### config.mk
export PLATFORM = sky130hd
export DESIGN_NAME = keypad_scan_and_quadrature_counter_unit
export DESIGN_NICKNAME = d
export VERILOG_FILES = /design/src/kpsq_pkg.sv /design/src/kpsq_scan.sv /design/src/kpsq_divider.sv /design/src/keypad_scan_and_quadrature_counter_unit.sv
export SDC_FILE = /design/constraint.sdc
export NUM_CORES = 1
export LEC_CHECK = 0
export ABC_CLOCK_PERIOD_IN_PS = 13850
export BUFFER_PORTS_ARGS = -buffer_cell sky130_fd_sc_hd__buf_4
export CAP_MARGIN = 25
export CORE_MARGIN = 2
export CORE_UTILIZATION = 30
export DETAILED_ROUTE_END_ITERATION = 7
export PLACE_DENSITY = 0.46
export SLEW_MARGIN = 20
export SYNTH_ARGS = -nofsm -noshare
export SYNTH_HDL_FRONTEND = slang
export SYNTH_SLANG_ARGS = --single-unit
### constraint.sdc
create_clock -name clock -period 13.85 [get_ports clock]
set_input_delay 4.155 -clock clock [delete_from_list [all_inputs] [get_ports clock]]
set_output_delay 4.155 -clock clock [all_outputs]
set_load 0.01 [all_outputs]
### src/kpsq_pkg.sv
package kpsq_pkg;

   localparam int ROW_BITS      = 7;
   localparam int MASK_BITS     = 22;
   localparam int STEPS_BITS    = 16;
   localparam int SENS_BITS     = 8;
   localparam int SCAN_DIV_BITS = 5;
   localparam int CSR_ADDR_BITS = 3;
   localparam int CSR_DATA_BITS = 32;

   localparam logic [SENS_BITS-1:0] SENS_RESET = 8'd4;

   // action codes
   localparam logic [1:0] ACT_TICK    = 2'd0;
   localparam logic [1:0] ACT_BUTTONS = 2'd1;
   localparam logic [1:0] ACT_MOVE    = 2'd2;

   // register index, taken from paddr[2]
   localparam logic REG_SENS = 1'b0;

   localparam logic signed [STEPS_BITS-1:0] STEPS_MAX = 16'sh7FFF;
   localparam logic signed [STEPS_BITS-1:0] STEPS_MIN = 16'sh8000;

   // step per 4-bit phase history {a_old, b_old, a_new, b_new}
   localparam logic signed [1:0] STEP_LUT [16] = '{
      2'sd0, 2'sd0, -2'sd1, 2'sd0, 2'sd0, 2'sd0, 2'sd0, 2'sd1,
      2'sd1, 2'sd0, 2'sd0, 2'sd0, 2'sd0, -2'sd1, 2'sd0, 2'sd0
   };

   typedef struct packed {
      logic [1:0]          action;
      logic [ROW_BITS-1:0] row1_levels;
      logic [ROW_BITS-1:0] row2_levels;
      logic [ROW_BITS-1:0] row3_levels;
      logic                knob_switch_level;
      logic                phase_a;
      logic                phase_b;
   } req_word_type;

   typedef struct packed {
      logic [MASK_BITS-1:0]         pressed_mask;
      logic signed [STEPS_BITS-1:0] movement_steps;
   } rsp_word_type;

   typedef enum logic [2:0] {
      ST_IDLE,
      ST_DIVIDE,
      ST_MULT,
      ST_SUB,
      ST_EMIT
   } state_type;

endpackage

### src/kpsq_scan.sv
module kpsq_scan #(
   parameter int SCAN_DIVIDE = 20
) (
   input  logic                           clock,
   input  logic                           reset,
   input  logic                           tick,
   input  kpsq_pkg::req_word_type         sample,
   output logic [kpsq_pkg::MASK_BITS-1:0] pressed_mask,
   output logic signed [1:0]              step
);
   import kpsq_pkg::*;

   logic [SCAN_DIV_BITS-1:0] scan_div_ff, scan_div_in;
   logic [MASK_BITS-1:0]     latch_ff, latch_in;
   logic [3:0]               hist_ff, hist_in;
   logic [3:0]               hist_next;
   logic [SCAN_DIV_BITS-1:0] scan_div_inc;

   assign scan_div_inc = scan_div_ff + 1'b1;
   assign hist_next    = {hist_ff[1:0], sample.phase_a, sample.phase_b};
   assign hist_in      = tick ? hist_next : hist_ff;
   assign step         = STEP_LUT[hist_next];
   assign pressed_mask = latch_ff;

   always_comb begin
      scan_div_in = scan_div_ff;
      latch_in    = latch_ff;
      if (tick) begin
         scan_div_in = scan_div_inc;
         if (scan_div_inc == SCAN_DIV_BITS'(SCAN_DIVIDE)) begin
            scan_div_in = '0;
            latch_in    = {~sample.knob_switch_level, ~sample.row3_levels,
                           ~sample.row2_levels, ~sample.row1_levels};
         end
      end
   end

   always_ff @(posedge clock) begin
      if (reset) begin
         scan_div_ff <= '0;
         latch_ff    <= '0;
         hist_ff     <= '0;
      end else begin
         scan_div_ff <= scan_div_in;
         latch_ff    <= latch_in;
         hist_ff     <= hist_in;
      end
   end

endmodule

### src/kpsq_divider.sv
module kpsq_divider #(
   parameter int WIDTH = 16
) (
   input  logic                           clock,
   input  logic                           reset,
   input  logic                           start,
   input  logic [WIDTH-1:0]               dividend,
   input  logic [kpsq_pkg::SENS_BITS-1:0] divisor,
   output logic [WIDTH-1:0]               quotient,
   output logic                           done
);
   import kpsq_pkg::*;

   localparam int CNT_W = $clog2(WIDTH + 1);

   // restoring divide, one quotient bit per cycle; dividend shifts out
   // of the top while quotient bits shift in at the bottom
   logic [WIDTH-1:0]     dvd_ff, dvd_in;
   logic [SENS_BITS-1:0] rem_ff, rem_in;
   logic [CNT_W-1:0]     cnt_ff, cnt_in;
   logic                 busy_ff, busy_in;
   logic                 done_ff, done_in;
   logic [SENS_BITS:0]   trial;
   logic [SENS_BITS:0]   diff;
   logic                 fits;

   assign trial    = {rem_ff, dvd_ff[WIDTH-1]};
   assign diff     = trial - {1'b0, divisor};
   assign fits     = trial >= {1'b0, divisor};
   assign quotient = dvd_ff;
   assign done     = done_ff;

   always_comb begin
      dvd_in  = dvd_ff;
      rem_in  = rem_ff;
      cnt_in  = cnt_ff;
      busy_in = busy_ff;
      done_in = 1'b0;
      if (start) begin
         dvd_in  = dividend;
         rem_in  = '0;
         cnt_in  = CNT_W'(WIDTH);
         busy_in = 1'b1;
      end else if (busy_ff) begin
         dvd_in = {dvd_ff[WIDTH-2:0], fits};
         rem_in = fits ? diff[SENS_BITS-1:0] : trial[SENS_BITS-1:0];
         cnt_in = cnt_ff - 1'b1;
         if (cnt_ff == CNT_W'(1)) begin
            busy_in = 1'b0;
            done_in = 1'b1;
         end
      end
   end

   always_ff @(posedge clock) begin
      if (reset) begin
         cnt_ff  <= '0;
         busy_ff <= 1'b0;
         done_ff <= 1'b0;
      end else begin
         cnt_ff  <= cnt_in;
         busy_ff <= busy_in;
         done_ff <= done_in;
      end
      dvd_ff <= dvd_in;
      rem_ff <= rem_in;
   end

endmodule

### src/keypad_scan_and_quadrature_counter_unit.sv
// Front-panel input unit: keypad matrix latch and quadrature encoder counter.
// Request words arrive on req_valid/req_stall/req_word; an action code picks
// a tick sample, a button read or a movement read. Results leave on
// rsp_valid/rsp_stall/rsp_word from an output register, so a new request is
// taken while an earlier result still waits for the receiver.
// Ticks keep flowing back to back while a result sits in the output
// register. A button read passes its result through the result register and
// ST_EMIT into the output register. A movement read runs a bit-serial
// restoring divide of the counter magnitude by the sensitivity, one quotient
// bit per cycle, then a multiply state and a subtract state; req_stall is
// high until the result is moved into the output register.
// If the receiver stalls, the result holds in the output register; a second
// read finishes its work and then waits, stalling requests, until the first
// result is taken.
// Reset (synchronous) clears the counter, phase history, scan divider and
// button latch, empties the output register and sets the sensitivity to 4.
// The sensitivity register sits at byte address 0 of the APB-style port;
// writes of zero leave it unchanged.
module keypad_scan_and_quadrature_counter_unit #(
   parameter int SCAN_DIVIDE = 20,
   parameter int COUNT_BITS  = 16
) (
   input  logic                               clock,
   input  logic                               reset,
   input  logic                               req_valid,
   output logic                               req_stall,
   input  kpsq_pkg::req_word_type             req_word,
   output logic                               rsp_valid,
   input  logic                               rsp_stall,
   output kpsq_pkg::rsp_word_type             rsp_word,
   input  logic                               psel,
   input  logic                               penable,
   input  logic                               pwrite,
   input  logic [kpsq_pkg::CSR_ADDR_BITS-1:0] paddr,
   input  logic [kpsq_pkg::CSR_DATA_BITS-1:0] pwdata,
   output logic [kpsq_pkg::CSR_DATA_BITS-1:0] prdata,
   output logic                               pready
);
   import kpsq_pkg::*;

   localparam int CB = COUNT_BITS;
   // product is at most 32768 * 255 in magnitude, which fits in 25 signed bits
   localparam int PW = 25;
   localparam int MW = (COUNT_BITS > PW) ? COUNT_BITS : PW;

   state_type                    state_ff, state_in;
   logic signed [CB-1:0]         raw_ff, raw_in;
   logic [SENS_BITS-1:0]         sens_ff, sens_in;
   logic                         neg_ff, neg_in;
   logic signed [STEPS_BITS-1:0] q_ff, q_in;
   logic signed [PW-1:0]         prod_ff, prod_in;
   rsp_word_type                 res_ff, res_in;
   rsp_word_type                 rsp_word_ff, rsp_word_in;
   logic                         rsp_valid_ff, rsp_valid_in;

   logic                         accept;
   logic                         tick;
   logic                         div_start;
   logic                         div_done;
   logic [CB-1:0]                div_quot;
   logic [CB-1:0]                raw_mag;
   logic [MASK_BITS-1:0]         mask;
   logic signed [1:0]            step;
   logic signed [CB:0]           tick_sum;
   logic signed [MW-1:0]         sub_val;
   logic [32:0]                  qx;
   logic                         out_free;
   logic                         csr_write;

   kpsq_scan #(
      .SCAN_DIVIDE(SCAN_DIVIDE)
   ) u_scan (
      .clock       (clock),
      .reset       (reset),
      .tick        (tick),
      .sample      (req_word),
      .pressed_mask(mask),
      .step        (step)
   );

   kpsq_divider #(
      .WIDTH(CB)
   ) u_divider (
      .clock   (clock),
      .reset   (reset),
      .start   (div_start),
      .dividend(raw_mag),
      .divisor (sens_ff),
      .quotient(div_quot),
      .done    (div_done)
   );

   assign accept    = req_valid && !req_stall;
   assign req_stall = (state_ff != ST_IDLE);
   assign rsp_valid = rsp_valid_ff;
   assign rsp_word  = rsp_word_ff;
   assign out_free  = !rsp_valid_ff || !rsp_stall;

   // magnitude of the counter; the most negative value maps to 2^(CB-1)
   assign raw_mag  = raw_ff[CB-1] ? (~raw_ff + 1'b1) : raw_ff;
   // counter minus the encoder step, one guard bit for saturation
   assign tick_sum = (CB+1)'(raw_ff) - (CB+1)'(step);
   // counter minus steps taken times sensitivity: the truncated remainder
   assign sub_val  = MW'(raw_ff) - MW'(prod_ff);
   assign qx       = 33'(div_quot);

   // APB-style register port, no wait states
   assign pready    = 1'b1;
   assign csr_write = psel && penable && pwrite && (paddr[2] == REG_SENS);
   assign prdata    = (paddr[2] == REG_SENS) ? CSR_DATA_BITS'(sens_ff) : '0;
   assign sens_in   = (csr_write && (pwdata[SENS_BITS-1:0] != '0)) ?
                      pwdata[SENS_BITS-1:0] : sens_ff;

   always_comb begin
      state_in     = state_ff;
      raw_in       = raw_ff;
      neg_in       = neg_ff;
      q_in         = q_ff;
      prod_in      = prod_ff;
      res_in       = res_ff;
      rsp_word_in  = rsp_word_ff;
      rsp_valid_in = rsp_valid_ff && rsp_stall;
      tick         = 1'b0;
      div_start    = 1'b0;

      unique case (state_ff)
         ST_IDLE: begin
            if (accept) begin
               case (req_word.action)
                  ACT_TICK: begin
                     tick = 1'b1;
                     if (tick_sum[CB] != tick_sum[CB-1]) begin
                        // clamp to the signed counter range
                        raw_in = tick_sum[CB] ? {1'b1, {(CB-1){1'b0}}}
                                              : {1'b0, {(CB-1){1'b1}}};
                     end else begin
                        raw_in = tick_sum[CB-1:0];
                     end
                  end
                  ACT_BUTTONS: begin
                     res_in.pressed_mask   = mask;
                     res_in.movement_steps = '0;
                     state_in              = ST_EMIT;
                  end
                  ACT_MOVE: begin
                     div_start = 1'b1;
                     neg_in    = raw_ff[CB-1];
                     state_in  = ST_DIVIDE;
                  end
                  default: begin
                     // unused code: dropped
                  end
               endcase
            end
         end
         ST_DIVIDE: begin
            if (div_done) begin
               // signed quotient, clamped to 16 bits
               if (!neg_ff && (qx > 33'd32767)) begin
                  q_in = STEPS_MAX;
               end else if (neg_ff && (qx > 33'd32768)) begin
                  q_in = STEPS_MIN;
               end else if (neg_ff) begin
                  q_in = -$signed(qx[STEPS_BITS-1:0]);
               end else begin
                  q_in = $signed(qx[STEPS_BITS-1:0]);
               end
               state_in = ST_MULT;
            end
         end
         ST_MULT: begin
            prod_in  = PW'(q_ff) * $signed(PW'({1'b0, sens_ff}));
            state_in = ST_SUB;
         end
         ST_SUB: begin
            raw_in                = sub_val[CB-1:0];
            res_in.pressed_mask   = '0;
            res_in.movement_steps = q_ff;
            state_in              = ST_EMIT;
         end
         ST_EMIT: begin
            if (out_free) begin
               rsp_word_in  = res_ff;
               rsp_valid_in = 1'b1;
               state_in     = ST_IDLE;
            end
         end
         default: begin
            state_in = ST_IDLE;
         end
      endcase
   end

   always_ff @(posedge clock) begin
      if (reset) begin
         state_ff     <= ST_IDLE;
         raw_ff       <= '0;
         sens_ff      <= SENS_RESET;
         rsp_valid_ff <= 1'b0;
      end else begin
         state_ff     <= state_in;
         raw_ff       <= raw_in;
         sens_ff      <= sens_in;
         rsp_valid_ff <= rsp_valid_in;
      end
      neg_ff      <= neg_in;
      q_ff        <= q_in;
      prod_ff     <= prod_in;
      res_ff      <= res_in;
      rsp_word_ff <= rsp_word_in;
   end

endmodule

==> impl_metrics.yaml <==
worst_hold_path:
  holdPathStages: 0
  hold_start: "res_ff[23]$_SDFFCE_PP0P_"
  hp-class: "reg -> reg"
  hold_end: "rsp_word[23]$_DFFE_PP_"
critical_path:
  slowest_stage: "buf_4"
  r2r_setup_slack_ns: 8.65
  start_kind: "primary input"
  r2r_start: "sens_ff[1]$_SDFFE_PP0P_"
  cp_max_fo: 9
  timing.rr.end: "prod_ff[14]$_DFFE_PP_"
  cp.arrival_ns: 4.55
  crit_required_ns: 9.69
  rr_worst_depth: 17
  cpMostUsedCell: "buf_4"
  cp-end-kind: "primary output"
  crit_path_max_incr_delay_ns: 0.14
  cp_cell_sequence: "buf_4 > nor2b_1 > buf_4"
  worstSetupPathType: "in -> out"
placement:
  dp.cells: 1887
  dpl_cell_area_sq_um: 14000
  place_ws_ns: 5.138
  gp_congestion: 0.7764
  dp_hpwl_microns: 22480
  io_buffers: 89
routing:
  wire_per_inst_microns: 15.96
  viasPerCell: 4.700
  ant_nets: 0
  dr.pass1.iters: 5
  routed_wl_microns: 30620
  drtIter0Drc: 484
  remaining_drc_errors: 0
  dr_total_vias: 9020
sta:
  worst_pin_slew_ns: 0.9936
  worst_slack_ns: 5.143
  fin_crit_sh_pct: 62.87
  finalClockSkew_ns: 0.01433
  max_freq_mhz: 114.8
  min_period_ns: 8.707
  finalSetupTns_ns: 0
  finalHoldViolCount: 0
  finalMaxSlewViolations: 0
  setup_viol: 0
  rsz0062_at_grt: "no"
  relSlewSlack_pct: 33.45
global_route:
  grt_pass1_vias: 9081
  grt_pass1_wl_microns: 50200
  grt_max_degree: 67
  antenna_found_initial: 1
  grt_remaining_overflow: 0
  grt.total_usage_pct: 14.45
logic_synthesis:
  syn_area_sq_um: 12860
  yosysWarningCount: 0
  synthTopCellsByCount: "nand2_1 (132), inv_1 (130), edfxtp_1 (125), nor2_1 (102), and2_1 (85)"
  ys_async_sr_fraction_pct: 0
  syn_area_per_cell_sq_um: 9.883
  synth_top_area_share_pct: 29.19
  synth.most_common_cell: "nand2_1"
  synth_edf_count: 125
  synthTopCellsByArea: "edfxtp_1 (29%), dfxtp_1 (11%), fa_1 (9.8%), ha_1 (7.4%), and2_1 (4.1%)"
  synth_cells: 1301
  yosysSeqAreaShare_pct: 40.40
  synth-seq-cells: 197
  ys_types: 76
  ys.flop_type: "edfxtp_1"
  synth_top_area_cell: "edfxtp_1"
clocking:
  clkLatencyLatePin_ns: 0.46
  hold_buffers: 0
  cts_buffer_depth: 2
  cts_tree: "built"
  cts_sinks: 197
  post_cts_resized: 0
  post_cts_buffers: 0
  cts_buffers: 17
  htreeDepth: 4
  cts.clk_slew.worst_paths_ns: 0.08
  cts_root_buf: "clkbuf_16"
floorplan:
  start_util_pct: 30.52
  dieArea_sq_um: 44530
  fp.dieW_microns: 211.0
  io_pins: 141
  core.rowCount: 75
  design.core.area_sq_um: 42130
  fp.dieH_microns: 211.0
pwr:
  p_seq_share_pct: 44.7
  ir_worst_vdd_mv: 0.06556
  intPower_w: 0.001037
  pwr-share-clk_pct: 34.8
  combPwrFrac_pct: 20.5
  leakagePower_nw: 5.975
  p_switching_w: 0.0004769
  power_density_nw_per_um2: 103.5
  p_sw_share_pct: 31.50
final_layout:
  seqCellArea_sq_um: 5195
  nets: 1574
  multi_input_area_sq_um: 6904
  layoutNonFillerInstCount: 1919
  fill_cells: 4256
  drive_above_1_share_pct: 12.32
  antenna_cells: 0
  design_area_sq_um: 14630
  syn_to_final_growth_pct: 13.82
flow_run:
  maxCapViolations: 0
outcome:
  status: "finished, final reports clean"
==> worst max path at each step <==
stage	start	end	depth (start not counted)	slack, ns
global placement	paddr[2]	prdata[0]	3	5.15
finish	paddr[2]	prdata[0]	3	5.14
detailed placement	paddr[2]	prdata[0]	3	5.14
floorplan	paddr[2]	prdata[0]	2	5.18
CTS	paddr[2]	prdata[0]	3	5.13
global route	paddr[2]	prdata[1]	3	5.08
==> metal layers <==
layer	up-vias	wire [microns]	track usage [%]
met5	-	0	0
met4	0	270	3.181
met3	18	826	2.498
met2	106	14310	23.28
met1	4393	15210	20.29
li1	4503	-	-
==> power groups by stage <==
stage	Clock, W	Combinational [W]	Sequential, W
2_1_floorplan	0	0.000250	0.000679
3_3_place_gp	0	0.000311	0.000690
3_5_place_dp	0	0.000312	0.000691
4_1_cts	0.000548	0.000315	0.000677
5_1_grt	0.000566	0.000353	0.000681
6_report	0.000528	0.000310	0.000677
==> flip-flops by register name, indices dropped and copies added (netlist names) <==
register             flops
neg_ff                   1
prod_ff                 16
q_ff                    16
raw_ff                  16
res_ff                  38
rsp_valid                1
rsp_word                38
sens_ff                  8
state_ff                 3
u_divider.busy_ff        1
u_divider.cnt_ff         5
u_divider.done           1
u_divider.quotient      16
u_divider.rem_ff         8
u_scan.hist_ff           2
u_scan.pressed_mask     22
u_scan.scan_div_ff       5
==> area by class of cell <==
type	instances	share of cell area (%)
clock buffer	17	2.907
clock inverter	15	1.394
inverter	130	3.334
multi-input combinational	922	47.18
sequential	197	35.50
tap	539	4.608
timing repair buffer	99	5.079
==> through the flow <==
step	power (W)	hold slack, ns	utilization, %
finish	0.001514	0.4218	34.73
global route	0.001600	0.4185	34.73
CTS	0.001540	0.4204	34.73
detailed placement	0.001002	0.4045	33.24
global placement	0.001001	0.4010	33.24
floorplan	0.0009295	0.4003	-
==> critical path: cells and delay by family <==
kind / cells / cell delay (ns)
buffers and inverters: 2 / 0.27
AND/OR/NAND/NOR: 1 / 0.12
==> cell families (layout without fill, tap and decap cells) <==
group,count (synthesis),after routing,synth area share (%)
AO/OA/AOI/OAI,242,242,12.95
XOR/XNOR,82,82,5.586
adder cells (fa/ha/maj),139,139,17.21
buffers and inverters,205,261,6.851
flip-flops,197,197,40.40
multiplexers,8,8,0.6326
other,2,25,0.05841
AND/OR/NAND/NOR,426,426,16.31
==> cells in the final DEF (no fill, tap or decap), types with 6 or more instances in the layout <==
master	instances
nand2_1	132
inv_1	130
edfxtp_1	125
nor2_1	101
buf_4	99
and2_1	85
ha_1	76
dfxtp_1	72
a21oi_1	65
fa_1	63
o21ai_0	57
xnor2_1	49
xor2_1	33
a211oi_1	26
conb_1	25
nor3_1	22
clkbuf_16	17
nor2b_1	11
nand3_1	10
nand2b_1	10
or3_1	9
o21a_1	9
a211oi_2	8
a31oi_1	7
mux2i_1	7
nand3b_1	7
a21o_1	6
o211ai_1	6
o31ai_1	6
No activity file was read; power rests on OpenSTA's default activity.
